**config.mk**
```make
export PLATFORM = sky130hd
export DESIGN_NAME = slte_buffer
export DESIGN_NICKNAME = d
export VERILOG_FILES = /design/src/hdl/slte_buffer.sv
export SDC_FILE = /design/constraint.sdc
export NUM_CORES = 2
export LEC_CHECK = 0
export BUFFER_PORTS_ARGS = -buffer_cell sky130_fd_sc_hd__buf_2
export CAP_MARGIN = 25
export CORE_MARGIN = 2
export CORE_UTILIZATION = 40
export CTS_CLUSTER_DIAMETER = 40
export DETAILED_ROUTE_END_ITERATION = 12
export PLACE_DENSITY = 0.59
export SLEW_MARGIN = 20
export SYNTH_ARGS = -nofsm -noshare
export SYNTH_HDL_FRONTEND = slang
export SYNTH_SLANG_ARGS = --single-unit
```
**constraint.sdc**
```tcl
create_clock -name aclk -period 6 [get_ports aclk]
set_input_delay 0.9 -clock aclk [delete_from_list [all_inputs] [get_ports aclk]]
set_output_delay 0.9 -clock aclk [all_outputs]
set_load 0.02 [all_outputs]
```
**src/hdl/slte_buffer.sv**
```systemverilog
module slte_buffer #(
    parameter int DEPTH  = 512,
    parameter int ADDR_W = 9
) (
    input  logic              aclk,
    input  logic              we,
    input  logic [ADDR_W-1:0] waddr,
    input  logic [7:0]        wdata,
    input  logic              re,
    input  logic [ADDR_W-1:0] raddr,
    output logic [7:0]        rdata
);

    logic [7:0] mem [DEPTH];
    logic [7:0] q_reg;
    logic [7:0] byp_reg;
    logic       hit_reg;

    always_ff @(posedge aclk) begin
        if (we) begin
            mem[waddr] <= wdata;
        end
        if (re) begin
            q_reg   <= mem[raddr];
            byp_reg <= wdata;
            hit_reg <= we && (waddr == raddr);
        end
    end

    assign rdata = hit_reg ? byp_reg : q_reg;

endmodule

```
==> reports/metrics.cfg <==
[clocking]
post_cts_buffers = 0
cts_resized = 0
clock-root-buffer = clkbuf_16
clock_sinks = 4113
clkSlewWorstSetupHoldPaths_ps = 70
hold_buffers = 0
cts_buffers = 467
h-tree-depth = 5
ctsLongestPathBuffers = 4
clk_latency_ps = 1010
cts_tree = yes

[layout]
fin_nets = 8476
drive_gt1_frac = 0.187
num-fill-cells = 33800
syn_to_final_growth_pct = 13.5
layoutNonFillerInstCount = 14300
largest_reg_flops = 4096

[global_routing]
antenna_found_initial = 38
grt_pass1_wl_um = 651000
grt_usage = 0.219
grt_overflow = 0
grt_pass1_vias = 83800
grt_max_degree = 199

[synth]
post-synth-top-count-cell = edfxtp_1
synth_edf_count = 4113
ys_types = 94
ys_top_cells_by_count = edfxtp_1, mux2i_1, nor2_1
ys_seq_elements = 4113
yosys_warnings = 0
synth_largest_area_cell = edfxtp_1
syn-cell-area_mm2 = 0.163
yosys.area.top_type_share = 0.758
synthArstFlopShare = 0
synth_area_per_cell_um2 = 19.8
synth_fp_nets = 8255
yosysSeqAreaShare = 0.758
ys_top_cells_by_area = edfxtp_1, mux4_2, mux2i_1
postSynthCellCount = 8226
ys.flop_type = edfxtp_1

[drt]
drtIter0Drc = 11700
routed_wl_um = 465000
met1_length_um = 190000
vias = 85700
highest_layer = met5
route.met2.wl_um = 216000
antenna_left = 0
drc = 0
routed-wl-met3_um = 43600
post_drt_via_cell_ratio = 6.00
first_pass_iters = 6
wl_per_cell_um = 32.6

[floorplanning]
core_region_area_mm2 = 0.406
initial_core_util = 0.401
die_w_um = 642
std_cell_rows = 234
die-area_mm2 = 0.413
dieHeight_um = 642
pin_count = 37

[worst_setup_path]
arrival_ps = 5600
crit_buf_inv = 3
cpPeakStageDelay_ps = 830
start_kind = primary input
crit_required_ps = 6880
cp_top_family = simple AND/OR/NAND/NOR gates
end_kind = flop
critPathMostFrequentCell = buf_4
crit_chain = buf_8, buf_4, buf_4, mux4_1, mux4_2, nor2_1, a31oi_1, or4b_1, nor3_1, and3_1
worst-path-max-fanout = 57
slowest_stage = nor3_1
crit_type = in -> reg

[timing]
worst_clock_skew_ps = 92.7
final.setup.worst_slack_ps = 1280
grt_setup_unrepaired = no
tightest_slew_ps = 1200
fmaxAchievable_ghz = 0.212
fin_hold_ws_ps = 313
maxSlewViolCount = 0
fin_crit_sh = 0.787
max_slew_margin = 0.200
finalCriticalPeriod_ps = 4720
finalHoldViolCount = 0
setup_violations = 0

[power_and_ir_drop]
power_density_mw_per_mm2 = 350
vdd_drop_max_mv = 0.263
p_leak_nw = 58.9
power_mw = 64.8

[min_path]
hp-class = in -> reg

[placement]
gp_congestion = 0.882
io_buffers = 36
pre_cts_ws_ps = 366
hpwl_um = 282000
placed_cells = 13400

[job]
cap_violations = 0

[outcome]
status = complete, no violations

## where the power goes
part	switching, mW	total (mW)	leakage, nW	internal (mW)
clock	12.1	30.0	7.90	17.9
combinational	2.20	3.14	14.0	0.944
sequential	0.0229	31.7	37.0	31.7
## per-stage QoR
| step | setup TNS (ps) | instance area [um2] | utilization |
|---|---|---|---|
| after global routing | 0 | 185000 | 0.456 |
| after floorplan | 0 | 163000 | - |
| after global placement | -29.9 | 168000 | 0.415 |
| after detailed placement | 0 | 169000 | 0.415 |
| after CTS | 0 | 185000 | 0.455 |
| final | 0 | 185000 | 0.456 |
## worst register-to-register path, cell delays in order (launching register included)
cell and delay [ps]:
edfxtp_1 320, mux4_1 240, and2_1 140, a211oi_1 70
nor3_1 900, o22ai_1 150, or4_1 560, nor3_1 760
and3_1 280
## placed cells by master (no fill, tap or decap), types with 11 or more instances in the layout
cell / count
edfxtp_1: 4113
mux2i_1: 809
nor2_1: 661
mux4_2: 533
clkbuf_16: 471
o22ai_1: 245
o221ai_1: 226
buf_4: 174
a21oi_1: 166
nand2_1: 161
o21ai_0: 122
mux4_1: 116
nor3_1: 96
bufinv_16: 76
buf_12: 66
clkinv_2: 62
clkinv_1: 60
a31oi_1: 53
clkbuf_1: 51
clkinvlp_4: 44
inv_6: 43
nand3_1: 33
a22oi_1: 29
nor4_1: 26
nand4_1: 25
clkinv_4: 25
a211oi_1: 24
buf_2: 24
diode_2: 17
inv_8: 15
and2_1: 15
clkinv_8: 15
nand2_4: 13
o221ai_2: 13
mux2_2: 13
and3_1: 11
buf_8: 11
## kinds of logic after synthesis
kind of cell / after synthesis / synth area share
xor gates and xnor gates: 9 / 0.000484
DFF: 4113 / 0.758
buffers and inverters: 528 / 0.0275
AOI/OAI and AO/OA: 994 / 0.0422
and+or+nand+nor: 1111 / 0.0293
muxes: 1471 / 0.143
## path summary, 6_finish.rpt
kind | from | to | slack (ps) | cells after the start
max | raddr[1] | q_reg[1]$_DFFE_PP_ | 1280 | 10
min | wdata[1] | mem[477][1]$_DFFE_PP_ | 310 | 1
max reg2reg | mem[30][1]$_DFFE_PP_ | q_reg[1]$_DFFE_PP_ | 2460 | 8
min reg2reg | mem[33][2]$_DFFE_PP_ | q_reg[2]$_DFFE_PP_ | 1340 | 6
## routing by layer
layer / up-vias / GRT usage
met1: 45600 / 0.310
met4: 22 / 0.0693
met5: - / 0
li1: 34700 / -
met2: 4633 / 0.342
met3: 795 / 0.0449
## final cells by class
cell class / count / area [um2] / share of cell area
diodes: 17 / 42.5 / 0.000230
well taps: 5428 / 6790 / 0.0367
inverters: 3 / 26.3 / 0.000142
repair buffers: 277 / 2940 / 0.0159
clock buffers: 522 / 12000 / 0.0647
multi-input cells: 3585 / 35300 / 0.191
flip-flops and latches: 4113 / 124000 / 0.668
clock inverters: 351 / 4430 / 0.0240
Power figures use the tool's default switching activity.
